**src/rtl/wsf_pkg.sv**
```systemverilog
package wsf_pkg;

  localparam int LENGTH_BITS_DEFAULT = 32;
  localparam int QUEUE_DEPTH = 4;

  localparam logic [31:0] CHUNK_RESET = 32'd125;

  localparam logic [7:0] HDR_FIN     = 8'h80;
  localparam logic [7:0] OP_TEXT     = 8'h01;
  localparam logic [7:0] OP_CONT     = 8'h00;
  localparam logic [7:0] LEN16_CODE  = 8'd126;
  localparam logic [7:0] LEN64_CODE  = 8'd127;
  localparam logic [31:0] LEN7_MAX   = 32'd125;
  localparam logic [31:0] LEN16_MAX  = 32'd65535;

  typedef struct packed {
    logic [7:0]  payload_byte;
    logic [31:0] message_length;
  } in_item_t;

  typedef struct packed {
    logic [7:0] out_byte;
    logic       last_of_run;
    logic       end_of_message;
  } out_item_t;

  typedef enum logic [1:0] {
    HDR_NONE,
    HDR_SHORT,
    HDR_MID,
    HDR_LONG
  } hdr_kind_t;

  // One accepted byte as the back end needs it: the header form, the
  // header's first byte and the frame length it declares.
  typedef struct packed {
    hdr_kind_t   kind;
    logic [7:0]  h0;
    logic [31:0] flen;
    logic [7:0]  payload_byte;
    logic        eom;
  } job_t;

  function automatic logic [3:0] job_count(hdr_kind_t kind);
    logic [3:0] n;
    case (kind)
      HDR_NONE:  n = 4'd1;
      HDR_SHORT: n = 4'd3;
      HDR_MID:   n = 4'd5;
      HDR_LONG:  n = 4'd11;
      default:   n = 4'd1;
    endcase
    return n;
  endfunction

  // Byte number idx of the output run for one job; the payload byte is last.
  function automatic logic [7:0] job_byte(job_t job, logic [3:0] idx);
    logic [7:0] b;
    b = job.payload_byte;
    if (idx == 4'd0 && job.kind != HDR_NONE) begin
      b = job.h0;
    end else begin
      case (job.kind)
        HDR_SHORT: begin
          if (idx == 4'd1) b = job.flen[7:0];
        end
        HDR_MID: begin
          case (idx)
            4'd1: b = LEN16_CODE;
            4'd2: b = job.flen[15:8];
            4'd3: b = job.flen[7:0];
            default: b = job.payload_byte;
          endcase
        end
        HDR_LONG: begin
          case (idx)
            4'd1: b = LEN64_CODE;
            4'd2, 4'd3, 4'd4, 4'd5: b = 8'd0;
            4'd6: b = job.flen[31:24];
            4'd7: b = job.flen[23:16];
            4'd8: b = job.flen[15:8];
            4'd9: b = job.flen[7:0];
            default: b = job.payload_byte;
          endcase
        end
        default: b = job.payload_byte;
      endcase
    end
    return b;
  endfunction

endpackage

```
**src/rtl/wsf_front.sv**
```systemverilog
module wsf_front #(
  parameter int LENGTH_BITS = wsf_pkg::LENGTH_BITS_DEFAULT
) (
  input  logic              clk,
  input  logic              rst,
  input  logic              take,
  input  wsf_pkg::in_item_t item,
  input  logic [31:0]       frag_size,
  output logic              push,
  output wsf_pkg::job_t     job
);

  localparam int CW = LENGTH_BITS;

  logic [CW-1:0] message_offset, message_offset_next;
  logic [CW-1:0] frame_remaining, frame_remaining_next;
  logic          first_frame_flag, first_frame_flag_next;

  logic [63:0]   len64, flen64;
  logic [CW-1:0] len, rem, off_inc, fr_cur, fr_after, flen_cw;
  logic [31:0]   chunk, flen;
  logic          frame_start, final_frame, eom, len_zero;

  always_comb begin
    len64       = {32'd0, item.message_length};
    len         = len64[CW-1:0];
    len_zero    = (len == '0);
    chunk       = (frag_size == 32'd0) ? 32'd1 : frag_size;
    // An offset at or past a shrunk length opens a one-byte final frame.
    rem         = (message_offset < len) ? (len - message_offset) : CW'(1);
    final_frame = (64'(rem) <= 64'(chunk));
    flen        = final_frame ? 32'(rem) : chunk;
    flen64      = {32'd0, flen};
    flen_cw     = flen64[CW-1:0];
    frame_start = (frame_remaining == '0);
    fr_cur      = frame_start ? flen_cw : frame_remaining;
    fr_after    = fr_cur - CW'(1);
    off_inc     = message_offset + CW'(1);
    eom         = (off_inc >= len) || (message_offset >= len);

    job.h0 = (final_frame ? wsf_pkg::HDR_FIN : 8'h00) |
             (first_frame_flag ? wsf_pkg::OP_TEXT : wsf_pkg::OP_CONT);
    if (!frame_start) begin
      job.kind = wsf_pkg::HDR_NONE;
    end else if (flen <= wsf_pkg::LEN7_MAX) begin
      job.kind = wsf_pkg::HDR_SHORT;
    end else if (flen <= wsf_pkg::LEN16_MAX) begin
      job.kind = wsf_pkg::HDR_MID;
    end else begin
      job.kind = wsf_pkg::HDR_LONG;
    end
    job.flen         = flen;
    job.payload_byte = item.payload_byte;
    job.eom          = eom;
    push             = take && !len_zero;
  end

  always_comb begin
    message_offset_next   = message_offset;
    frame_remaining_next  = frame_remaining;
    first_frame_flag_next = first_frame_flag;
    if (push) begin
      if (eom) begin
        message_offset_next   = '0;
        frame_remaining_next  = '0;
        first_frame_flag_next = 1'b1;
      end else begin
        message_offset_next  = off_inc;
        frame_remaining_next = fr_after;
        if (fr_after == '0) first_frame_flag_next = 1'b0;
      end
    end
  end

  always_ff @(posedge clk) begin
    if (rst) begin
      message_offset   <= '0;
      frame_remaining  <= '0;
      first_frame_flag <= 1'b1;
    end else begin
      message_offset   <= message_offset_next;
      frame_remaining  <= frame_remaining_next;
      first_frame_flag <= first_frame_flag_next;
    end
  end

endmodule

```
**src/rtl/wsf_queue.sv**
```systemverilog
module wsf_queue (
  input  logic          clk,
  input  logic          rst,
  input  logic          push,
  input  wsf_pkg::job_t push_job,
  input  logic          pop,
  output logic          not_full,
  output logic          not_empty,
  output wsf_pkg::job_t head
);

  localparam int D  = wsf_pkg::QUEUE_DEPTH;
  localparam int PW = $clog2(D);
  localparam int NW = $clog2(D + 1);

  wsf_pkg::job_t slots [D];
  logic [PW-1:0] wr_ptr, rd_ptr;
  logic [NW-1:0] count;

  assign not_full  = (count != NW'(D));
  assign not_empty = (count != '0);
  assign head      = slots[rd_ptr];

  always_ff @(posedge clk) begin
    if (push) slots[wr_ptr] <= push_job;
  end

  always_ff @(posedge clk) begin
    if (rst) begin
      wr_ptr <= '0;
      rd_ptr <= '0;
      count  <= '0;
    end else begin
      if (push) wr_ptr <= (wr_ptr == PW'(D - 1)) ? '0 : wr_ptr + PW'(1);
      if (pop)  rd_ptr <= (rd_ptr == PW'(D - 1)) ? '0 : rd_ptr + PW'(1);
      if (push && !pop)      count <= count + NW'(1);
      else if (pop && !push) count <= count - NW'(1);
    end
  end

endmodule

```
**src/rtl/wsf_back.sv**
```systemverilog
module wsf_back (
  input  logic               clk,
  input  logic               rst,
  input  logic               have_job,
  input  wsf_pkg::job_t      job,
  output logic               pop,
  output logic               out_valid,
  input  logic               out_ready,
  output wsf_pkg::out_item_t out_data
);

  logic [3:0] idx, idx_next;
  logic       out_valid_next;
  logic       load, last;

  always_comb begin
    load = have_job && (!out_valid || out_ready);
    last = (idx == wsf_pkg::job_count(job.kind) - 4'd1);
    pop  = load && last;
    idx_next = idx;
    if (load) idx_next = last ? 4'd0 : idx + 4'd1;
    if (load)           out_valid_next = 1'b1;
    else if (out_ready) out_valid_next = 1'b0;
    else                out_valid_next = out_valid;
  end

  always_ff @(posedge clk) begin
    if (rst) begin
      idx       <= 4'd0;
      out_valid <= 1'b0;
    end else begin
      idx       <= idx_next;
      out_valid <= out_valid_next;
    end
  end

  always_ff @(posedge clk) begin
    if (load) begin
      out_data.out_byte       <= wsf_pkg::job_byte(job, idx);
      out_data.last_of_run    <= last;
      out_data.end_of_message <= last && job.eom;
    end
  end

endmodule

```
**src/rtl/websocket_fragment_framer.sv**
```systemverilog
// Channel  Dir  Payload          Handshake
// in       in   in_item_t        in_valid / in_ready
// out      out  out_item_t       out_valid / out_ready
// cfg      in   frag_size[31:0]  cfg_valid / cfg_ready (always ready)
//
// A request that continues a frame leaves as one byte; one that opens a frame
// leaves as 3, 5 or 11 bytes, header first. The back end emits one byte per
// cycle, back to back while out_ready stays high. A four-entry queue lets
// requests keep arriving while headers drain. Output is registered.
// in_ready falls only while the queue holds four requests.
// Reset is synchronous; the queue and the message state clear at once.
module websocket_fragment_framer #(
  parameter int LENGTH_BITS = wsf_pkg::LENGTH_BITS_DEFAULT
) (
  input  logic               clk,
  input  logic               rst,
  input  logic               in_valid,
  output logic               in_ready,
  input  wsf_pkg::in_item_t  in_data,
  output logic               out_valid,
  input  logic               out_ready,
  output wsf_pkg::out_item_t out_data,
  input  logic               cfg_valid,
  output logic               cfg_ready,
  input  logic [31:0]        cfg_data
);

  logic [31:0]   frag_size;
  logic          push, pop, not_full, not_empty;
  wsf_pkg::job_t push_job, head;

  assign cfg_ready = 1'b1;
  assign in_ready  = not_full;

  always_ff @(posedge clk) begin
    if (rst) begin
      frag_size <= wsf_pkg::CHUNK_RESET;
    end else if (cfg_valid) begin
      frag_size <= cfg_data;
    end
  end

  wsf_front #(.LENGTH_BITS(LENGTH_BITS)) u_front (
    .clk        (clk),
    .rst        (rst),
    .take       (in_valid && in_ready),
    .item       (in_data),
    .frag_size  (frag_size),
    .push       (push),
    .job        (push_job)
  );

  wsf_queue u_queue (
    .clk       (clk),
    .rst       (rst),
    .push      (push),
    .push_job  (push_job),
    .pop       (pop),
    .not_full  (not_full),
    .not_empty (not_empty),
    .head      (head)
  );

  wsf_back u_back (
    .clk       (clk),
    .rst       (rst),
    .have_job  (not_empty),
    .job       (head),
    .pop       (pop),
    .out_valid (out_valid),
    .out_ready (out_ready),
    .out_data  (out_data)
  );

endmodule

```
**config.mk**
```make
export PLATFORM = sky130hd
export DESIGN_NAME = websocket_fragment_framer
export DESIGN_NICKNAME = d
export VERILOG_FILES = /design/src/rtl/wsf_pkg.sv /design/src/rtl/wsf_front.sv /design/src/rtl/wsf_queue.sv /design/src/rtl/wsf_back.sv /design/src/rtl/websocket_fragment_framer.sv
export SDC_FILE = /design/constraint.sdc
export NUM_CORES = 1
export LEC_CHECK = 0
export BUFFER_PORTS_ARGS = -buffer_cell sky130_fd_sc_hd__buf_4
export CELL_PAD_IN_SITES_DETAIL_PLACEMENT = 1
export CELL_PAD_IN_SITES_GLOBAL_PLACEMENT = 1
export CORE_ASPECT_RATIO = 0.6
export CORE_MARGIN = 4
export CORE_UTILIZATION = 50
export DETAILED_ROUTE_END_ITERATION = 10
export GPL_TIMING_DRIVEN = 1
export MAX_ROUTING_LAYER = met4
export PLACE_DENSITY_LB_ADDON = 0.1
export SYNTH_ARGS = -nofsm -noshare
export SYNTH_HDL_FRONTEND = slang
export SYNTH_SLANG_ARGS = --single-unit
```
**constraint.sdc**
```tcl
create_clock -name clk -period 22 [get_ports clk]
set_input_delay 4.4 -clock clk [delete_from_list [all_inputs] [get_ports clk]]
set_output_delay 4.4 -clock clk [all_outputs]
set_load 0.02 [all_outputs]
```
==> impl_metrics.toml, run 1 <==
[yosys]
yosysWarnings = 0
synth-simple-area-share = 0.166
ys_ff_latch = 301
syn_avg_cell_area_sq_um = 9.79
yosysUniqueCellTypes = 89
synth_cells = 1874
synthFlopType = "edfxtp_1"
ys_seq_area_frac = 0.432
ys_async_sr_fraction = 0
synth_edf_count = 190
muxShareOfSynthArea = 0.0788
yosys.area_share.adder = 0.0765
synth_xor_area_frac = 0.0372
syn_nets = 2062
synth_top_family_by_area = "simple AND/OR/NAND/NOR gates"
synth_area_sq_um = 18400
synth-compound-area-share = 0.161

[timing]
hold_viol_final = 0
final.min_clock_period_ns = 12.63
layout_setup_ws_ns = 9.37
setup_violations = 0
finalCritPeriodShare = 0.574
tightestPinTransition_ns = 1.38
finalMaxSlewViolations = 0
tns_ns = 0
skew_ns = 0.0445
slew_headroom = 0.0769
rsz0062_at_grt = "false"
max_freq_mhz = 79.2

[power]
finalPower_mw = 3.06
clkPwrFrac = 0.184
p_comb_frac = 0.555
p_sw_frac = 0.471
p_leak_nw = 7.65
p_per_area_nw_per_um2 = 149
ir_drop_mv = 0.103
p_switching_mw = 1.44
power.internal_mw = 1.62
pwr-share-seq = 0.261

[routing]
firstDrtPassIters = 6
wl_mm = 66.3
drc_errors = 0
antenna_left = 0
route.detailed.wl_per_inst_um = 27.3
via_per_inst = 6.56
vias = 15900
first_iter_violations = 1811

[global_routing]
first_global_vias = 15800
gr-total-overflow = 0
grtUsageTotal = 0.335
grt_max_degree = 71
grt_pass1_wl_mm = 99.8
antenna_found_initial = 2

[clock_tree]
post_cts_buffers = 0
path_clk_slew_ns = 0.07
cts_resized = 0
clk_path_buf_depth = 3
cts_root_buffer = "clkbuf_16"
cts_tree = "yes"
cts_buffers = 31
clock_latency_ns = 0.60
htree_num_levels = 1
clkSinkCount = 301
holdBufCountCts = 0

[worst_setup_path]
rr_endpoint = "u_front.first_frame_flag"
crit_slowest_cell = "o311ai_0"
setup.worst_path.start_class = "primary input"
startpoint = "in_data[13]"
crit_arrival_ns = 13.10
crit_end = "u_front.first_frame_flag"
rrSetupSlack_ns = 12.85
crit_fanout = 64
cp_common_cell = "buf_4"
required_ns = 22.47
r2r-start = "u_front.message_offset[13]"
r2r_cells = 32
critPathCaptureType = "flip-flop"
path_class = "primary input to flip-flop"
max_stage_delay_ns = 0.62

[floorplan]
core_sq_um = 36300
die_area_sq_um = 39900
initial_core_util = 0.506
die_w_um = 255
die_y_um = 156
io-pin-count = 90
num_rows = 54

[placement]
dpl.cell_count = 2368
numPortBuffers = 88
pre_cts_ws_ns = 9.09
post-dp-hpwl_mm = 49.8
dpl_cell_area_sq_um = 19400
gp_congestion = 1.02

[hold_path]
min_from = "u_front.frame_remaining[16]"
hold_class = "flip-flop to flip-flop"

[layout]
num_antenna_cells = 0
multi_input_area_sq_um = 9560
fin_area_sq_um = 20500
stdcell_count = 2426
nets = 2113
fill_cells = 3964
seq_area_sq_um = 7930
syn_to_final_growth_pct = 11.6
drive_above_1_share = 0.132

[outcome]
status = "completed"

[job]
drv_cap = 0
[power groups by stage]
| stage | registers (mW) | logic (mW) | clock network [mW] |
|---|---|---|---|
| 2_1_floorplan | 0.784 | 1.09 | 0 |
| 6_report | 0.798 | 1.70 | 0.562 |
| 3_3_place_gp | 0.800 | 1.58 | 0 |
| 5_1_grt | 0.807 | 1.80 | 0.593 |
| 4_1_cts | 0.796 | 1.62 | 0.566 |
| 3_5_place_dp | 0.806 | 1.60 | 0 |
[state kept, by name, summed over array words and instances, names as in the netlist, named ones only]
name                      cells
u_queue.rd_ptr                2
u_queue.slots               180
u_back.out_data              10
u_queue.wr_ptr                2
u_back.idx                    4
u_back.out_valid              1
u_front.frame_remaining      32
u_front.message_offset       32
u_front.first_frame_flag      1
u_queue.count                 3
frag_size                    32
[how the worst min path moves through the flow]
stage | end | slack [ns] | depth (start not counted)
2_1_floorplan | frag_size[0] | 0.44 | 2
3_3_place_gp | u_front.message_offset[25] | 0.46 | 2
3_5_place_dp | u_front.message_offset[25] | 0.48 | 2
4_1_cts | u_front.frame_remaining[16] | 0.49 | 2
5_1_grt | u_front.message_offset[5] | 0.50 | 2
6_report | u_front.frame_remaining[16] | 0.49 | 2
[stage by stage]
step / hold slack (ns) / utilization
after floorplan: 0.444 / -
after global placement: 0.460 / 0.535
after detailed placement: 0.478 / 0.535
after CTS: 0.486 / 0.564
after global routing: 0.504 / 0.564
final: 0.489 / 0.564
[cell families after synthesis]
kind of cell | Yosys count
buffers and inverters | 221
multiplexers | 87
AND/OR/NAND/NOR | 620
flip-flops | 301
adder cells (fa/ha/maj) | 111
XOR/XNOR | 78
other | 1
AO/OA/AOI/OAI | 455
[per-layer routing]
layer,GRT usage,wire length (um),vias up
met4,0.0409,776,0
met5,-,0,-
met2,0.460,26600,760
met1,0.507,31500,8014
li1,-,-,7076
met3,0.0896,7320,67
[layout by cell type, fill, tap and decap left out, types with 41 or more instances in the layout]
cell        n
a21oi_1   142
nand3_1    60
nor3_1     41
buf_4     111
nand2_1   141
edfxtp_1  190
ha_1      109
dfxtp_1   109
mux4_2     45
o21ai_0    92
nor2_1    187
xnor2_1    60
inv_1     126
[critical path: cells and delay by family]
kind | cells | cell delay (ns)
fa+ha+maj | 3 | 1.04
compound gates | 10 | 3.06
buf+inv | 5 | 1.22
simple gates | 14 | 3.35
[Yosys cell counts (all sizes together), types with 20 or more instances]
library cell,number,share of area
dfxtp,111,0.12
mux4,45,0.055
mux2i,32,0.017
nor3,43,0.012
a21o,20,0.0082
nor4,31,0.011
a21oi,148,0.041
nand3,61,0.017
xnor2,60,0.029
and2,28,0.0095
nor2,187,0.038
a31oi,25,0.0089
nand2,141,0.029
clkbuf,62,0.013
ha,109,0.074
a22oi,34,0.014
o21ai,94,0.026
inv,127,0.026
nand4,40,0.014
buf,31,0.0087
edfxtp,190,0.31
[cell type report]
| class | instances | share of cell area |
|---|---|---|
| clock buffer | 39 | 0.0413 |
| clock inverter | 19 | 0.0109 |
| inverter | 128 | 0.0235 |
| multi-input combinational | 1352 | 0.467 |
| sequential | 301 | 0.387 |
| tap | 476 | 0.0291 |
| timing repair buffer | 111 | 0.0407 |
Note: power is estimated with default switching activity, not from simulation.
==> run 2: changes to the inputs <==
- CORE_UTILIZATION: 50 -> 49
- clock period: 22 -> 12.4 ns (I/O delays scaled with it)
==> run 2 against run 1 <==
  * The flow now finishes with violations (max-capacitance violations)
  * Final area is 0.20% lower
  * Critical endpoint unchanged
  * Die area is 2.0% higher
  * First-iteration DRC count is 10% lower
  * Largest power group unchanged
  * Combinational power is 79% higher
==> impl_metrics.toml, run 2 (synthesis gave the netlist of run 1 again) <==
[timing]
finalCritPeriodShare = 0.839
slew_headroom = 0.0246
tns_ns = 0
max_freq_mhz = 96.1
skew_ns = 0.0228
finalMaxSlewViolations = 0
holdWs_ns = 0.489
tightestPinTransition_ns = 1.45
final.min_clock_period_ns = 10.41
hold_viol_final = 0
rsz0062_at_grt = "false"
setup_violations = 0

[clock_tree]
path_clk_slew_ns = 0.07
cts_resized = 0
cts_buffers = 30
holdBufCountCts = 0
cts_tree = "yes"
htree_num_levels = 1
clock_latency_ns = 0.59
clkSinkCount = 301
clk_path_buf_depth = 3
cts_root_buffer = "clkbuf_16"
post_cts_buffers = 0

[outcome]
violations = "max-capacitance violations"
status = "finished, violations left"

[power]
ir_drop_mv = 0.191
p_per_area_nw_per_um2 = 264
p_leak_nw = 7.61

[layout]
largest_reg_flops = 180
layout_commonest_cell = "edfxtp_1"
largest_register = "u_queue.slots"
layout_common_cells = "190 x edfxtp_1, 187 x nor2_1, 142 x a21oi_1, 141 x nand2_1, 126 x inv_1"
syn_to_final_growth_pct = 11.3
nets = 2114
finish.utilization = 0.558
num_antenna_cells = 0
fill_cells = 4097
drive_above_1_share = 0.130

[floorplan]
core_sq_um = 36600
initial_core_util = 0.501
io-pin-count = 90
num_rows = 54
die_y_um = 158
die_area_sq_um = 40700
die_w_um = 258

[global_routing]
first_global_vias = 15600
grt_pass1_wl_mm = 99.7
grt_max_degree = 70
gr-total-overflow = 0
grtUsageTotal = 0.332
antenna_found_initial = 3

[worst_setup_path]
crit_slowest_cell = "a2111oi_0"
critPathCaptureType = "flip-flop"
critPathTopFamily = "compound AO/OA/AOI/OAI gates"
r2r-start = "u_front.message_offset[13]"
rr_endpoint = "u_front.first_frame_flag"
cp_common_cell = "a21oi_1"
path_class = "primary input to flip-flop"
setup.worst_path.start_class = "primary input"
crit_fanout = 31
required_ns = 12.84
crit_arrival_ns = 10.85
r2r_cells = 31
max_stage_delay_ns = 0.68
critPathBufInv = 4
rrSetupSlack_ns = 3.52

[routing]
first_iter_violations = 1621
wl_mm = 66.5
via_per_inst = 6.46
vias = 15900
firstDrtPassIters = 5
drc_errors = 0
route.detailed.wl_per_inst_um = 27.1
antenna_left = 0

[hold_path]
hold_path_end = "u_front.message_offset[5]"
whs_path_depth = 2
hold_class = "flip-flop to flip-flop"
min_from = "u_front.message_offset[5]"

[job]
drv_cap = 1

[placement]
gp_congestion = 0.986
post-dp-hpwl_mm = 50.5
numPortBuffers = 88
run 2: area by class of cell:
class	count	area, sq um	area share
Multi-Input combinational cell	1352	9560	0.468
Clock buffer	43	851	0.0416
Timing Repair Buffer	113	848	0.0415
Clock inverter	13	128	0.00625
Sequential cell	301	7930	0.388
Inverter	128	480	0.0235
Tap cell	504	631	0.0309
run 2: tightest hold or removal path, stage by stage, from the launching register on:
cell,delay (ns)
dfxtp_1,0.31
o21ai_0,0.07
a21oi_1,0.06
run 2: metrics by stage:
stage          area, sq um  worst slack, ns  power (mW)  instances
2_1_floorplan        18400             3.03        3.32       1874
5_1_grt              20400             1.46        5.64       2454
6_report             20400             1.99        5.39       2454
4_1_cts              20400             2.26        5.28       2454
3_5_place_dp         19500             1.72        4.32       2398
3_3_place_gp         19500             1.97        4.28       2398
run 2: power breakdown:
group / switching (mW) / internal [mW]
clock: 0.417 / 0.520
sequential: 0.119 / 1.29
combinational: 2.03 / 1.02
run 2: worst max-delay path by stage:
stage | from | end | slack, ns | cells after the start
after detailed placement | in_data[13] | u_front.first_frame_flag | 1.72 | 31
after global routing | in_data[13] | u_front.first_frame_flag | 1.46 | 34
after global placement | in_data[13] | u_front.first_frame_flag | 1.97 | 32
final | in_data[13] | u_front.first_frame_flag | 1.99 | 31
after floorplan | in_data[0] | u_front.first_frame_flag | 3.03 | 35
after CTS | in_data[13] | u_front.first_frame_flag | 2.26 | 31
run 2: routing by layer:
metal  global-route usage  part of all wire  vias to the layer above
met5                    -                 0                        -
met4               0.0408             0.011                        0
met3                0.100              0.12                       71
met2                0.437              0.39                      729
met1                0.511              0.48                     7968
li1                     -                 -                     7083
==> run 3: changes to the inputs <==
- clock period: 12.4 -> 9.8 ns (I/O delays scaled with it)
==> run 3 against run 2 <==
  * The flow finishes with violations (max-capacitance violations, max-slew violations)
  * Die area unchanged
  * Count of clock-buffer cells in the layout down 10
  * Sequential cell count unchanged
  * Global-route usage up 0.081 points
  * Core utilization up 0.67 points
  * Clock skew up 0.0059 ns
  * Sequential power up 26%
  * Via count up 0.67%
  * Total power up 30%
  * Largest cell class unchanged
  * Sequential share of layout area down 0.46 points
==> impl_metrics.toml, run 3 (synthesis gave the netlist of run 1 again) <==
[global_routing]
gr-total-overflow = 0
grtUsageTotal = 0.333
grt_max_degree = 54
first_global_vias = 15800
grt_pass1_wl_mm = 100
antenna_found_initial = 2

[hold_path]
hold_class = "flip-flop to flip-flop"

[layout]
largest_reg_flops = 180
layout_common_cells = "190 x edfxtp_1, 187 x nor2_1, 150 x buf_4, 142 x a21oi_1, 141 x nand2_1"
nets = 2151
drive_above_1_share = 0.150
layout_commonest_cell = "edfxtp_1"
stdcell_count = 2491
largest_register = "u_queue.slots"
syn_to_final_growth_pct = 12.7

[timing]
rsz0062_at_grt = "false"
setup_violations = 0
finalCritPeriodShare = 0.931
final.min_clock_period_ns = 9.13
max_freq_mhz = 110
slew_headroom = -0.000769
hold_viol_final = 0
holdWs_ns = 0.479
tightestPinTransition_ns = 1.49
finalMaxSlewViolations = 1
tns_ns = 0
skew_ns = 0.0287

[placement]
dpl.cell_count = 2436
numPortBuffers = 88
gp_congestion = 0.992
post-dp-hpwl_mm = 50.2

[floorplan]
num_rows = 54
die_y_um = 158
die_w_um = 258
die_area_sq_um = 40700
core_sq_um = 36600
io-pin-count = 90
initial_core_util = 0.501

[routing]
via_per_inst = 6.41
firstDrtPassIters = 5
drc_errors = 0
vias = 16000
route.detailed.wl_per_inst_um = 26.8
first_iter_violations = 1602
wl_mm = 66.8
antenna_left = 0

[power]
p_comb_frac = 0.588
clkPwrFrac = 0.159
p_switching_mw = 3.24
p_leak_nw = 7.77
ir_drop_mv = 0.239
finalPower_mw = 7.02
pwr-share-seq = 0.253
p_per_area_nw_per_um2 = 339
p_sw_frac = 0.462
power.internal_mw = 3.78

[worst_setup_path]
path_class = "primary input to flip-flop"
max_stage_delay_ns = 0.71
cp_common_cell = "a21oi_1"
crit_fanout = 9
crit_arrival_ns = 9.58
crit_slowest_cell = "or4b_2"
required_ns = 10.25
critPathCaptureType = "flip-flop"
setup.worst_path.start_class = "primary input"

[clock_tree]
cts_tree = "yes"
holdBufCountCts = 0
clkSinkCount = 301
path_clk_slew_ns = 0.07
post_cts_buffers = 0
clock_latency_ns = 0.59
htree_num_levels = 1
clk_path_buf_depth = 3
cts_root_buffer = "clkbuf_16"
cts_buffers = 29
cts_resized = 0

[outcome]
status = "finished, violations left"
violations = "max-capacitance violations, max-slew violations"

[job]
drv_cap = 1
## run 3: final timing paths
| path | from | cells past startpoint | slack [ns] | to |
|---|---|---|---|---|
| setup / recovery | in_data[13] | 31 | 0.67 | u_front.first_frame_flag |
| hold / removal | u_front.message_offset[25] | 2 | 0.48 | u_front.message_offset[25] |
| setup reg to reg | u_front.message_offset[13] | 31 | 1.70 | u_front.first_frame_flag |
| hold reg to reg | u_front.message_offset[25] | 2 | 0.48 | u_front.message_offset[25] |
## run 3: final cells by class
cell class | count | area, sq um
fill | 4090 | 15900
multi-input combinational | 1352 | 9560
sequential | 301 | 7930
timing repair buffer | 151 | 1150
clock buffer | 33 | 761
tap | 504 | 631
inverter | 128 | 480
clock inverter | 21 | 161
antenna | 1 | 2.50
## run 3: worst max-delay path: cells and delay by family
family | cells | cell delay [ns]
fa+ha+maj | 3 | 1.08
buf+inv | 2 | 0.26
compound gates | 14 | 3.47
xor+xnor | 1 | 0.14
simple gates | 11 | 2.65
## run 3: stage by stage
stage	area, sq um	worst slack [ns]	util
after floorplan	18400	0.946	-
after global placement	19800	0.485	0.539
after detailed placement	19800	0.271	0.539
after CTS	20700	0.855	0.565
after global routing	20700	0.112	0.565
final	20700	0.674	0.565
## run 3: layer usage
| layer | wire, um | part of all wire | global-route usage | vias up |
|---|---|---|---|---|
| li1 | - | - | - | 7151 |
| met1 | 31500 | 0.47 | 0.496 | 8025 |
| met2 | 26800 | 0.40 | 0.452 | 693 |
| met3 | 7410 | 0.11 | 0.101 | 88 |
| met4 | 1090 | 0.016 | 0.0516 | 0 |
| met5 | 0 | 0 | - | - |
## run 3: power groups by stage
stage	sequential [mW]	clock [mW]	combinational [mW]
global route	1.80	1.18	4.39
global placement	1.78	0	3.85
floorplan	1.76	0	2.44
detailed placement	1.80	0	3.93
finish	1.78	1.12	4.12
CTS	1.77	1.13	3.97
